`config.mk`:
```
export PLATFORM = sky130hd
export DESIGN_NAME = touch_hold_click_gesture_fsm_core_flat
export DESIGN_NICKNAME = d
export VERILOG_FILES = /design/src/rtl/thcg_pkg.sv /design/src/rtl/thcg_sample_if.sv /design/src/rtl/thcg_result_if.sv /design/src/rtl/touch_hold_click_gesture_fsm_core.sv /design/src/rtl/thcg_cfg_regs.sv /design/src/flat_wrapper.sv
export SDC_FILE = /design/constraint.sdc
export NUM_CORES = 1
export LEC_CHECK = 0
export BUFFER_PORTS_ARGS = -buffer_cell sky130_fd_sc_hd__buf_2
export CORE_MARGIN = 2
export CORE_UTILIZATION = 30
export CTS_CLUSTER_SIZE = 16
export DETAILED_ROUTE_END_ITERATION = 10
export HOLD_SLACK_MARGIN = 0.06
export SYNTH_ARGS = -nofsm -noshare
export SYNTH_HDL_FRONTEND = slang
export SYNTH_SLANG_ARGS = --single-unit
```
`constraint.sdc`:
```
create_clock -name clk -period 4.8 [get_ports clk]
set_input_delay 0.24 -clock clk [delete_from_list [all_inputs] [get_ports clk]]
set_output_delay 0.24 -clock clk [all_outputs]
set_load 0.02 [all_outputs]
```
`src/rtl/thcg_pkg.sv`:
```
// Shared types, codes and reset values for the touch/hold/click gesture block.
package thcg_pkg;

  localparam int DEF_COUNT_WIDTH = 8;
  localparam int DEF_TIME_WIDTH  = 32;

  localparam int CLASS_W  = 2;
  localparam int STAMP_W  = 32;
  localparam int STATE_W  = 3;
  localparam int EVENT_W  = 3;
  localparam int THR_W    = 8;
  localparam int MS_W     = 16;
  localparam int CFG_IDX_W  = 3;
  localparam int CFG_DATA_W = 16;

  typedef enum logic [CLASS_W-1:0] {
    CLS_NONE    = 2'd0,
    CLS_CONTACT = 2'd1,
    CLS_UP      = 2'd2,
    CLS_DOWN    = 2'd3
  } hand_class_t;

  typedef enum logic [STATE_W-1:0] {
    ST_FREE      = 3'd0,
    ST_TOUCH     = 3'd1,
    ST_HELD_INIT = 3'd2,
    ST_DOWN      = 3'd3,
    ST_UP        = 3'd4
  } hold_state_t;

  typedef enum logic [EVENT_W-1:0] {
    EV_NONE    = 3'd0,
    EV_TOUCH   = 3'd1,
    EV_HOLD    = 3'd2,
    EV_RELEASE = 3'd3,
    EV_CLICK   = 3'd4
  } event_t;

  // Configuration register indexes
  localparam logic [CFG_IDX_W-1:0] CFG_TOUCH_COUNT       = 3'd0;
  localparam logic [CFG_IDX_W-1:0] CFG_HOLD_COUNT        = 3'd1;
  localparam logic [CFG_IDX_W-1:0] CFG_HOLD_TIME_MS      = 3'd2;
  localparam logic [CFG_IDX_W-1:0] CFG_RELEASE_COUNT     = 3'd3;
  localparam logic [CFG_IDX_W-1:0] CFG_FINGER_DOWN_COUNT = 3'd4;
  localparam logic [CFG_IDX_W-1:0] CFG_FINGER_UP_COUNT   = 3'd5;
  localparam logic [CFG_IDX_W-1:0] CFG_CLICK_WINDOW_MS   = 3'd6;

  localparam logic [THR_W-1:0] RST_TOUCH_COUNT       = 8'd3;
  localparam logic [THR_W-1:0] RST_HOLD_COUNT        = 8'd7;
  localparam logic [MS_W-1:0]  RST_HOLD_TIME_MS      = 16'd300;
  localparam logic [THR_W-1:0] RST_RELEASE_COUNT     = 8'd2;
  localparam logic [THR_W-1:0] RST_FINGER_DOWN_COUNT = 8'd3;
  localparam logic [THR_W-1:0] RST_FINGER_UP_COUNT   = 8'd3;
  localparam logic [MS_W-1:0]  RST_CLICK_WINDOW_MS   = 16'd10000;

  typedef struct packed {
    logic [THR_W-1:0] touch_count;
    logic [THR_W-1:0] hold_count;
    logic [MS_W-1:0]  hold_time_ms;
    logic [THR_W-1:0] release_count;
    logic [THR_W-1:0] finger_down_count;
    logic [THR_W-1:0] finger_up_count;
    logic [MS_W-1:0]  click_window_ms;
  } cfg_t;

endpackage

```
`src/rtl/thcg_sample_if.sv`:
```
// Sample channel: one classified hand sample with its timestamp.
interface thcg_sample_if import thcg_pkg::*; ();
  logic               valid;
  logic               ready;
  logic [CLASS_W-1:0] hand_class;
  logic [STAMP_W-1:0] time_ms;

  modport source (output valid, hand_class, time_ms, input ready);
  modport sink   (input valid, hand_class, time_ms, output ready);
endinterface

```
`src/rtl/thcg_result_if.sv`:
```
// Result channel: state after the sample and the event it raised.
interface thcg_result_if import thcg_pkg::*; ();
  logic               valid;
  logic               ready;
  logic [STATE_W-1:0] hold_state;
  logic [EVENT_W-1:0] event_code;

  modport source (output valid, hold_state, event_code, input ready);
  modport sink   (input valid, hold_state, event_code, output ready);
endinterface

```
`src/rtl/touch_hold_click_gesture_fsm_core.sv`:
```
// Touch/hold/click gesture recognizer: debounce state machine and result register.
//
// Usage:
//   sample  (sink)  : hand_class (0 none, 1 contact, 2 finger up, 3 finger down)
//                     and a free-running millisecond timestamp time_ms.
//   result  (source): hold_state and event_code for every sample, in order.
//   cfg_we/cfg_index/cfg_data: write-only thresholds, index 0..6, taken on
//   any clock with cfg_we high; write them only while the block is idle.
// Timing:
//   One sample per cycle unless the result register stalls. The state
//   machine updates in the cycle a request is accepted and its result
//   appears in the output register on the next cycle.
//   The result register is the only buffer: sample.ready stays high while
//   it is empty or being drained, and drops only when a result waits and
//   result.ready is low. Nothing is lost or repeated under stalls.
// Reset (rst, synchronous): state free, run counters and change time cleared,
//   thresholds back to their defaults, result register empty.
module touch_hold_click_gesture_fsm_core import thcg_pkg::*; #(
  parameter int COUNT_WIDTH = DEF_COUNT_WIDTH,
  parameter int TIME_WIDTH  = DEF_TIME_WIDTH
) (
  input  logic                  clk,
  input  logic                  rst,
  thcg_sample_if.sink           sample,
  thcg_result_if.source         result,
  input  logic                  cfg_we,
  input  logic [CFG_IDX_W-1:0]  cfg_index,
  input  logic [CFG_DATA_W-1:0] cfg_data
);

  localparam int CMP_W = (COUNT_WIDTH > THR_W) ? COUNT_WIDTH : THR_W;

  typedef logic [COUNT_WIDTH-1:0] run_t;

  function automatic run_t sat_inc(input run_t v);
    return (&v) ? v : v + run_t'(1);
  endfunction

  function automatic logic reached(input run_t run, input logic [THR_W-1:0] thr);
    return CMP_W'(run) >= CMP_W'(thr);
  endfunction

  cfg_t cfg;

  thcg_cfg_regs u_cfg (
    .clk       (clk),
    .rst       (rst),
    .cfg_we    (cfg_we),
    .cfg_index (cfg_index),
    .cfg_data  (cfg_data),
    .cfg       (cfg)
  );

  hold_state_t            state, state_next;
  hold_state_t            prev_state, prev_state_next;
  run_t                   contact_run, contact_run_next;
  run_t                   release_run, release_run_next;
  run_t                   up_run, up_run_next;
  run_t                   down_run, down_run_next;
  logic [TIME_WIDTH-1:0]  change_time, change_time_next;
  event_t                 ev;

  logic                   out_valid;
  hold_state_t            out_state;
  event_t                 out_event;

  logic                   accept;
  hand_class_t            cls;
  logic [TIME_WIDTH-1:0]  now;
  logic [TIME_WIDTH-1:0]  elapsed;
  run_t                   contact_inc, release_inc, up_inc, down_inc;

  assign sample.ready = !out_valid || result.ready;
  assign accept       = sample.valid && sample.ready;
  assign cls          = hand_class_t'(sample.hand_class);
  assign now          = TIME_WIDTH'(sample.time_ms);
  assign elapsed      = now - change_time;
  assign contact_inc  = sat_inc(contact_run);
  assign release_inc  = sat_inc(release_run);
  assign up_inc       = sat_inc(up_run);
  assign down_inc     = sat_inc(down_run);

  always_comb begin
    logic              jump;
    hold_state_t       target;
    state_next       = state;
    prev_state_next  = prev_state;
    contact_run_next = contact_run;
    release_run_next = release_run;
    up_run_next      = up_run;
    down_run_next    = down_run;
    change_time_next = change_time;
    ev               = EV_NONE;
    jump             = 1'b0;
    target           = state;

    if (accept) begin
      case (state)
        ST_FREE: begin
          if (cls != CLS_NONE) begin
            contact_run_next = contact_inc;
            if (CMP_W'(contact_inc) > CMP_W'(cfg.touch_count)) begin
              jump   = 1'b1;
              target = ST_TOUCH;
            end
          end
        end
        ST_TOUCH: begin
          if (cls == CLS_NONE) begin
            jump   = 1'b1;
            target = ST_FREE;
            ev     = EV_TOUCH;
          end else begin
            contact_run_next = contact_inc;
            if (reached(contact_inc, cfg.hold_count) &&
                elapsed > TIME_WIDTH'(cfg.hold_time_ms)) begin
              jump   = 1'b1;
              target = ST_HELD_INIT;
              ev     = EV_HOLD;
            end
          end
        end
        ST_HELD_INIT, ST_DOWN, ST_UP: begin
          case (cls)
            CLS_NONE: begin
              release_run_next = release_inc;
              if (reached(release_inc, cfg.release_count)) begin
                jump   = 1'b1;
                target = ST_FREE;
                ev     = EV_RELEASE;
              end
            end
            CLS_UP: begin
              if (state != ST_HELD_INIT) release_run_next = '0;
              up_run_next   = up_inc;
              down_run_next = '0;
              if (state != ST_UP && reached(up_inc, cfg.finger_up_count)) begin
                jump   = 1'b1;
                target = ST_UP;
              end
            end
            CLS_DOWN: begin
              if (state != ST_HELD_INIT) release_run_next = '0;
              up_run_next = '0;
              // finger-down state holds its down count untouched
              if (state != ST_DOWN) begin
                down_run_next = down_inc;
                if (reached(down_inc, cfg.finger_down_count)) begin
                  jump   = 1'b1;
                  target = ST_DOWN;
                  if (state == ST_UP && prev_state == ST_DOWN &&
                      elapsed < TIME_WIDTH'(cfg.click_window_ms)) begin
                    ev = EV_CLICK;
                  end
                end
              end
            end
            default: ;  // plain contact changes nothing in held states
          endcase
        end
        default: ;
      endcase

      if (jump) begin
        prev_state_next  = state;
        state_next       = target;
        contact_run_next = '0;
        release_run_next = '0;
        up_run_next      = '0;
        down_run_next    = '0;
        change_time_next = now;
      end
    end
  end

  always_ff @(posedge clk) begin
    if (rst) begin
      state       <= ST_FREE;
      prev_state  <= ST_FREE;
      contact_run <= '0;
      release_run <= '0;
      up_run      <= '0;
      down_run    <= '0;
      change_time <= '0;
    end else begin
      state       <= state_next;
      prev_state  <= prev_state_next;
      contact_run <= contact_run_next;
      release_run <= release_run_next;
      up_run      <= up_run_next;
      down_run    <= down_run_next;
      change_time <= change_time_next;
    end
  end

  always_ff @(posedge clk) begin
    if (rst) begin
      out_valid <= 1'b0;
    end else if (accept) begin
      out_valid <= 1'b1;
    end else if (result.ready) begin
      out_valid <= 1'b0;
    end
  end

  always_ff @(posedge clk) begin
    if (accept) begin
      out_state <= state_next;
      out_event <= ev;
    end
  end

  assign result.valid      = out_valid;
  assign result.hold_state = out_state;
  assign result.event_code = out_event;

  // Hold and click land in the state they name.
  a_hold_state: assert property (@(posedge clk) disable iff (rst)
    out_valid && out_event == EV_HOLD |-> out_state == ST_HELD_INIT)
    else $error("hold event without held-init state");

  a_click_state: assert property (@(posedge clk) disable iff (rst)
    out_valid && out_event == EV_CLICK |-> out_state == ST_DOWN)
    else $error("click event without finger-down state");

  a_free_events: assert property (@(posedge clk) disable iff (rst)
    out_valid && (out_event == EV_TOUCH || out_event == EV_RELEASE)
      |-> out_state == ST_FREE)
    else $error("touch or release event outside free state");

  // A state change clears every run counter.
  a_change_clears: assert property (@(posedge clk) disable iff (rst)
    accept && state_next != state |=>
      contact_run == '0 && release_run == '0 && up_run == '0 && down_run == '0)
    else $error("run counters not cleared on state change");

endmodule

```
`src/rtl/thcg_cfg_regs.sv`:
```
// Configuration register file with write-only access.
module thcg_cfg_regs import thcg_pkg::*; (
  input  logic                  clk,
  input  logic                  rst,
  input  logic                  cfg_we,
  input  logic [CFG_IDX_W-1:0]  cfg_index,
  input  logic [CFG_DATA_W-1:0] cfg_data,
  output cfg_t                  cfg
);

  always_ff @(posedge clk) begin
    if (rst) begin
      cfg.touch_count       <= RST_TOUCH_COUNT;
      cfg.hold_count        <= RST_HOLD_COUNT;
      cfg.hold_time_ms      <= RST_HOLD_TIME_MS;
      cfg.release_count     <= RST_RELEASE_COUNT;
      cfg.finger_down_count <= RST_FINGER_DOWN_COUNT;
      cfg.finger_up_count   <= RST_FINGER_UP_COUNT;
      cfg.click_window_ms   <= RST_CLICK_WINDOW_MS;
    end else if (cfg_we) begin
      case (cfg_index)
        CFG_TOUCH_COUNT:       cfg.touch_count       <= cfg_data[THR_W-1:0];
        CFG_HOLD_COUNT:        cfg.hold_count        <= cfg_data[THR_W-1:0];
        CFG_HOLD_TIME_MS:      cfg.hold_time_ms      <= cfg_data[MS_W-1:0];
        CFG_RELEASE_COUNT:     cfg.release_count     <= cfg_data[THR_W-1:0];
        CFG_FINGER_DOWN_COUNT: cfg.finger_down_count <= cfg_data[THR_W-1:0];
        CFG_FINGER_UP_COUNT:   cfg.finger_up_count   <= cfg_data[THR_W-1:0];
        CFG_CLICK_WINDOW_MS:   cfg.click_window_ms   <= cfg_data[MS_W-1:0];
        default: ;
      endcase
    end
  end

endmodule
```
`src/flat_wrapper.sv`:
```
// flat-port wrapper written by rule: the top's interface ports become plain ports
module touch_hold_click_gesture_fsm_core_flat import thcg_pkg::*;
#(
  parameter int COUNT_WIDTH = DEF_COUNT_WIDTH,
  parameter int TIME_WIDTH  = DEF_TIME_WIDTH
)
  (clk, rst, cfg_we, cfg_index, cfg_data, sample_valid, sample_hand_class, sample_time_ms, sample_ready, result_valid, result_hold_state, result_event_code, result_ready);
  thcg_sample_if sample_i ();
  thcg_result_if result_i ();
  input  logic clk;
  input  logic rst;
  input  logic cfg_we;
  input  logic [CFG_IDX_W-1:0] cfg_index;
  input  logic [CFG_DATA_W-1:0] cfg_data;
  input wire logic [$bits(sample_i.valid)-1:0] sample_valid;
  input wire logic [$bits(sample_i.hand_class)-1:0] sample_hand_class;
  input wire logic [$bits(sample_i.time_ms)-1:0] sample_time_ms;
  output wire logic [$bits(sample_i.ready)-1:0] sample_ready;
  output wire logic [$bits(result_i.valid)-1:0] result_valid;
  output wire logic [$bits(result_i.hold_state)-1:0] result_hold_state;
  output wire logic [$bits(result_i.event_code)-1:0] result_event_code;
  input wire logic [$bits(result_i.ready)-1:0] result_ready;
  assign sample_i.valid = sample_valid;
  assign sample_i.hand_class = sample_hand_class;
  assign sample_i.time_ms = sample_time_ms;
  assign sample_ready = sample_i.ready;
  assign result_valid = result_i.valid;
  assign result_hold_state = result_i.hold_state;
  assign result_event_code = result_i.event_code;
  assign result_i.ready = result_ready;
  touch_hold_click_gesture_fsm_core #(.COUNT_WIDTH(COUNT_WIDTH), .TIME_WIDTH(TIME_WIDTH)) u_core (.clk(clk), .rst(rst), .sample(sample_i), .result(result_i), .cfg_we(cfg_we), .cfg_index(cfg_index), .cfg_data(cfg_data));
endmodule
```
# Word-level counts from Yosys, hierarchy flattened
# Cells that the tools add are included.
[word_totals] output_inout_bits=8 ff_bits=149
[op_classes] n_eq_ne=20 n_mux=52 n_reduce_logical=34 addsub=5 n_lt_le_gt_ge=7
[op_table] op="$mux 8" n=15
[op_table] op="$pmux 8 s2" n=4
[op_table] op="$mux 3" n=14
[op_table] op="$add 8x1->8 const B" n=4
[op_table] op="$ge 8x8->1" n=4
[op_table] op="$gt 32x16->1" n=1
[op_table] op="$lt 32x16->1" n=1
[op_table] op="$reduce_and 8->1" n=4
[op_table] op="$sub 32x32->32" n=1
[op_table] op="$pmux 3 s3" n=2
[op_table] op="$reduce_and 2->1" n=8
[op_table] op="$eq 3x2->1 const B" n=5
[op_table] op="$eq 3x3->1 const B" n=4
[op_table] op="$pmux 3 s2" n=2
[op_table] op="$reduce_and 4->1" n=3
[op_table] op="$mux 1" n=11
[op_table] op="$ne 3x1->1 const B" n=3
[op_table] op="$reduce_bool 3->1" n=3
[op_table] op="$gt 8x8->1" n=1
[op_table] op="$eq 3x1->1 const B" n=2
[op_table] op="$logic_not 3->1" n=2
[op_table] op="$ne 3x2->1 const B" n=2
[op_table] op="$ne 3x3->1 const B" n=2
[op_table] op="$pmux 1 s3" n=2
[op_table] op="10 further kinds" n=18

# Longest topological paths before layout
[depth] depth_word=10 ltp_mapped=25

# Modules after synthesis
# A second synthesis with hierarchy kept.
[hier_totals] hier_cells=1245 hier_area_um2=10540.1
[modules_own_cells] module="touch_hold_click_gesture_fsm_core" cells_per_inst=977 instances=1 seq_area_each_um2=1601.5 area_each_um2=7672.4
[modules_own_cells] module="thcg_cfg_regs" cells_per_inst=268 instances=1 seq_area_each_um2=1441.4 area_each_um2=2867.8

# Worst setup path after synthesis
# OpenSTA, ideal clock, no wires.
[synth_path] kind="reg2reg" startpoint="register u_core.down_run[0]" endpoint="register u_core.change_time[26]" arrival_time_ps=4033 path_stages_with_launch=23 n_path_buf=3 path_slack_ps=639 path_cell_list="dfxtp_1 ha_1 nand2_1 nor2_1 nand3_1 nand2b_1 inv_1 nand3_1 xnor2_1 ha_1 a2111o_1 a31oi_1 o21ai_0 and4_1 a211oi_1 and2_1 nor4b_4 a21bo_1 buf_4 buf_8 buf_12 mux2i_1 nor2_1"
[synth_via] elab_chain_cells=9 word_cells_on_any_way=10 cone_classes="1 x add/sub; 1 x order compare; 6 x mux; 2 x reduce/logical"
[synth_lines] item="from (decl)" line="touch_hold_click_gesture_fsm_core.sv:59" source="run_t down_run, down_run_next;"
[synth_lines] item="from (signal assigned)" line="touch_hold_click_gesture_fsm_core.sv:191" source="down_run <= down_run_next;"
[synth_lines] item="$add 8x1->8 / $reduce_and 8->1 (equally long branches)" line="touch_hold_click_gesture_fsm_core.sv:36" source="return (&v) ? v : v + run_t'(1);"
[synth_lines] item="$mux 8 (*)" line="touch_hold_click_gesture_fsm_core.sv:36"
[synth_lines] item="$ge 8x8->1 (*)" line="touch_hold_click_gesture_fsm_core.sv:40" source="return CMP_W'(run) >= CMP_W'(thr);"
[synth_lines] item="$mux 1 (*)" line="touch_hold_click_gesture_fsm_core.sv:148" source="if (reached(down_inc, cfg.finger_down_count)) begin"
[synth_lines] item="$mux 1 (*)" line="touch_hold_click_gesture_fsm_core.sv:146" source="if (state != ST_DOWN) begin"
[synth_lines] item="$pmux 1 s3 (*)" line="touch_hold_click_gesture_fsm_core.sv:124" source="case (cls)"
[synth_lines] item="$pmux 1 s3 (*)" line="touch_hold_click_gesture_fsm_core.sv:98" source="case (state)"
[synth_lines] item="$mux 1 (*)" line="touch_hold_click_gesture_fsm_core.sv:97" source="if (accept) begin"
[synth_lines] item="$reduce_and 2->1 (no source line) (*)"
[synth_lines] item="to (signal assigned)" line="touch_hold_click_gesture_fsm_core.sv:192" source="change_time <= change_time_next;"
[synth_lines] item="to (decl)" line="touch_hold_click_gesture_fsm_core.sv:60" source="logic [TIME_WIDTH-1:0] change_time, change_time_next;"
# Mark *: on every way between the ends. The rest lies on a longest branch, timed or not. The select of a mux whose other input is x is not followed.
# A chain may end at the register's enable or synchronous reset.

# Final worst setup path
[layout_path] startpoint="register u_core.change_time[4]" endpoint="register u_core.release_run[5]"
[layout_via] elab_chain_cells=9 word_cells_on_any_way=12 cone_classes="1 x add/sub; 1 x order compare; 1 x eq/ne; 5 x mux; 4 x reduce/logical"
[layout_lines] item="$sub 32x32->32 (*)" line="touch_hold_click_gesture_fsm_core.sv:77" source="assign elapsed = now - change_time;"
[layout_lines] item="$gt 32x16->1 (*)" line="touch_hold_click_gesture_fsm_core.sv:116" source="elapsed > TIME_WIDTH'(cfg.hold_time_ms)) begin"
[layout_lines] item="$logic_and 1x1->1 (*)" line="touch_hold_click_gesture_fsm_core.sv:115" source="if (reached(contact_inc, cfg.hold_count) &&"
[layout_lines] item="$mux 1 (*)" line="touch_hold_click_gesture_fsm_core.sv:115"
[layout_lines] item="$mux 1 (*)" line="touch_hold_click_gesture_fsm_core.sv:109" source="if (cls == CLS_NONE) begin"
[layout_lines] item="$pmux 1 s3 (*)" line="touch_hold_click_gesture_fsm_core.sv:98"
[layout_lines] item="$mux 1 (*)" line="touch_hold_click_gesture_fsm_core.sv:97"
[layout_lines] item="$ne 3x1->1 (no source line) (tied with other cells)"
[layout_lines] item="$reduce_and 4->1 (no source line)"
[layout_lines] item="to (signal assigned)" line="touch_hold_click_gesture_fsm_core.sv:189" source="release_run <= release_run_next;"
[layout_lines] item="to (decl)" line="touch_hold_click_gesture_fsm_core.sv:57" source="run_t release_run, release_run_next;"
# Marks and branches as above.

==> metrics <==
status=finished, final reports clean; # rows=67; Final setup viols=0; max_slew headroom=0.3408; Via Count=9108; Avg Synthesized Cell Area=approximately 8 sq um; chip width=roughly 190 microns; Synth Cell Area=10210 sq um; HP Class=input port to flop; nets=1537; Startpoint Class=flop; final setup TNS=0 ps; Post-DP HPWL=a little over 20000 microns; final core utilization=0.3516; initial antenna violation count=0; most used flip-flop cell after synthesis=dfxtp_1; Ys Warns=0; commonest cells after routing, fill and taps aside=nand2_1 (201), dfxtp_1 (142), a21oi_1 (123); Chip Height=roughly 190 microns; clock insertion delay at the later pin of the skew report=roughly 430 ps; hold slack final=~70 ps; CP max stage delay=around 400 ps; DR iter-0 viols=496; VDD IR max=approximately 260 uV; CTS sink cnt=149; CORE AREA=33530 sq um; Slew Viols, Final=0; CTS root buf=clkbuf_16; cell area power density=~280 nW/um^2; most common cell after layout, fill and taps aside=nand2_1; post-route ant nets=0; first-pass GRT wire length=around 45000 microns; routability cong.=0.8469; WP data required=5150 ps; die footprint=between 30000 and 40000 sq um; H-tree lvl count=4; fmax=~230 MHz; Arr. time, crit path=4780 ps; critical path class=flop to flop; Initial Util=0.3044; fraction of layout cells with a size suffix above 1=0.1058; Max-Cap Viols=0; vias per cell=4.982; type of destination of the critical path=flop; min Tclk post-route=approximately 4400 ps; vias in the first global route=a little under 9000; GR Overflow Total=0; n_diodes=0; Yosys reg bits=roughly 150; LEAKAGE=4.934 nW; CTS tree=built; sequential share of the synthesized area=0.2981; period utilisation layout=0.9225; Post-synth ARST share=0; Cells after Synth=1299; # DRC=0; slew at the pin closest to its max-slew limit=987.7 ps; CTS max path bufs=2; Netlist cell types=77; Tot GR Track Use=0.1565; IO Pins=66; Max stage delay cell, worst path=and4bb_4; endpoints failing hold=0; number of synthesized flops with an enable pin=6; critical-path maximum fanout=7; maximum number of pins on one net before global-route repair=between 80 and 90; First-pass DRT Iterations=7; CTS clk-pin slew, worst paths=around 60 ps; Clock Skew=between 5 and 6 ps; worst-path cell chain=inv_1, ha_2, a21o_1, a31o_2, nor2_1, nor2b_1, o21ai_0, nand2b_1, a21oi_1, o21bai_1, xor2_1, ha_1, a21o_1, a21o_1, a21oi_1, o21ai_0, a21oi_1, o2bb2ai_1, and4bb_4, a211oi_1, buf_4, o22ai_4, buf_12, mux2i_1; final wirelength=roughly 27000 microns; Syn Nets=between 1000 and 1500; drt wl/cell=15.03 microns; IO buf count=65; CTS Buf Count=17; area grow syn2layout=15.49%
## cell families after synthesis
family / synth area share
XOR/XNOR: 0.03174
multiplexers: 0.04768
AND/OR/NAND/NOR: 0.2140
buffers and inverters: 0.06913
AO/OA/AOI/OAI: 0.2026
adder cells (fa/ha/maj): 0.1368
flip-flops: 0.2981
## cell usage after synthesis (all sizes together), types with 14 or more instances
| library cell | count | area, sq um |
|---|---|---|
| mux2i | 43 | 430.4 |
| dfxtp | 143 | 2863 |
| nand3 | 54 | 270.3 |
| nor3 | 16 | 80.08 |
| o21a | 23 | 172.7 |
| clkbuf | 34 | 127.6 |
| a21oi | 127 | 650.6 |
| inv | 122 | 457.9 |
| nand4 | 19 | 118.9 |
| nor2 | 100 | 375.4 |
| o21ai | 37 | 188.9 |
| xnor2 | 26 | 227.7 |
| o211ai | 20 | 155.1 |
| buf | 17 | 120.1 |
| nand2 | 201 | 754.5 |
| ha | 110 | 1376 |
| nand2b | 14 | 87.58 |
| a21o | 20 | 150.1 |
## path summary, 6_finish.rpt
path / startpoint / to / slack, ps / cells after the start
worst min-delay path: sample_time_ms[24] / u_core.change_time[24] / 70 / 3
worst max register to register: u_core.change_time[4] / u_core.release_run[5] / 370 / 24
worst min register to register: u_core.u_cfg.cfg[23] / u_core.u_cfg.cfg[23] / 450 / 2
worst max-delay path: u_core.change_time[4] / u_core.release_run[5] / 370 / 24
## metal layers
layer / GRT usage / up-vias / share of wire
met4: 0.04237 / 0 / 0.018
met5: 0 / - / 0
met2: 0.2671 / 173 / 0.47
li1: - / 4678 / -
met1: 0.2041 / 4222 / 0.47
met3: 0.02552 / 35 / 0.034
## cell type report
| cell class | count | area (sq um) |
|---|---|---|
| fill | 3564 | 21740 |
| multi-input combinational | 977 | 6490 |
| sequential | 149 | 3044 |
| timing repair buffer | 101 | 700.7 |
| tap | 448 | 560.5 |
| inverter | 122 | 457.9 |
| clock buffer | 20 | 456.7 |
| clock inverter | 11 | 80.08 |
## power by group
| part | switching, mW | total, mW | leakage [nW] | internal [mW] |
|---|---|---|---|---|
| combinational | 0.428 | 0.722 | 3.46 | 0.294 |
| sequential | 0.0165 | 1.29 | 1.22 | 1.28 |
| clock | 0.555 | 1.24 | 0.254 | 0.685 |
| total | 0.999 | 3.26 | 4.93 | 2.26 |
## per-stage QoR
stage          instance area (sq um)  setup WS (ps)  std cells  total power [mW]
6_report                       11790          372.1       1828             3.256
5_1_grt                        11790         -5.981       1828             3.434
2_1_floorplan                  10210          639.4       1299             1.820
3_5_place_dp                   10980          201.0       1775             2.018
4_1_cts                        11710          163.6       1825             3.275
3_3_place_gp                   10980          279.6       1775             2.008
## critical path, delay by kind of cell, from the launching register on
kind,cells,cell delay [ps]
AOI/OAI and AO/OA,13,1980
and+or+nand+nor,4,710
adders and majority gates,2,580
buffers and inverters,3,380
DFF,1,330
xor gates and xnor gates,1,200
muxes,1,190
## sequential cells by signal, indices dropped and copies added, names as in the netlist
name	count
u_core.prev_state	3
u_core.contact_run	8
u_core.result.hold_state	3
u_core.release_run	8
u_core.up_run	8
u_core.change_time	32
u_core.result.valid	1
u_core.state	3
u_core.down_run	8
u_core.u_cfg.cfg	72
u_core.result.event_code	3
## timing repair
| item | CTS | global route |
|---|---|---|
| hold buffers | 19 | 0 |
| setup buffers | 0 | 2 |
| gates resized for setup | 0 | 8 |
| endpoints found under the hold margin | 20 | 0 |
| endpoints found under the setup margin | 0 | 67 |
Power figures use the tool's default switching activity.
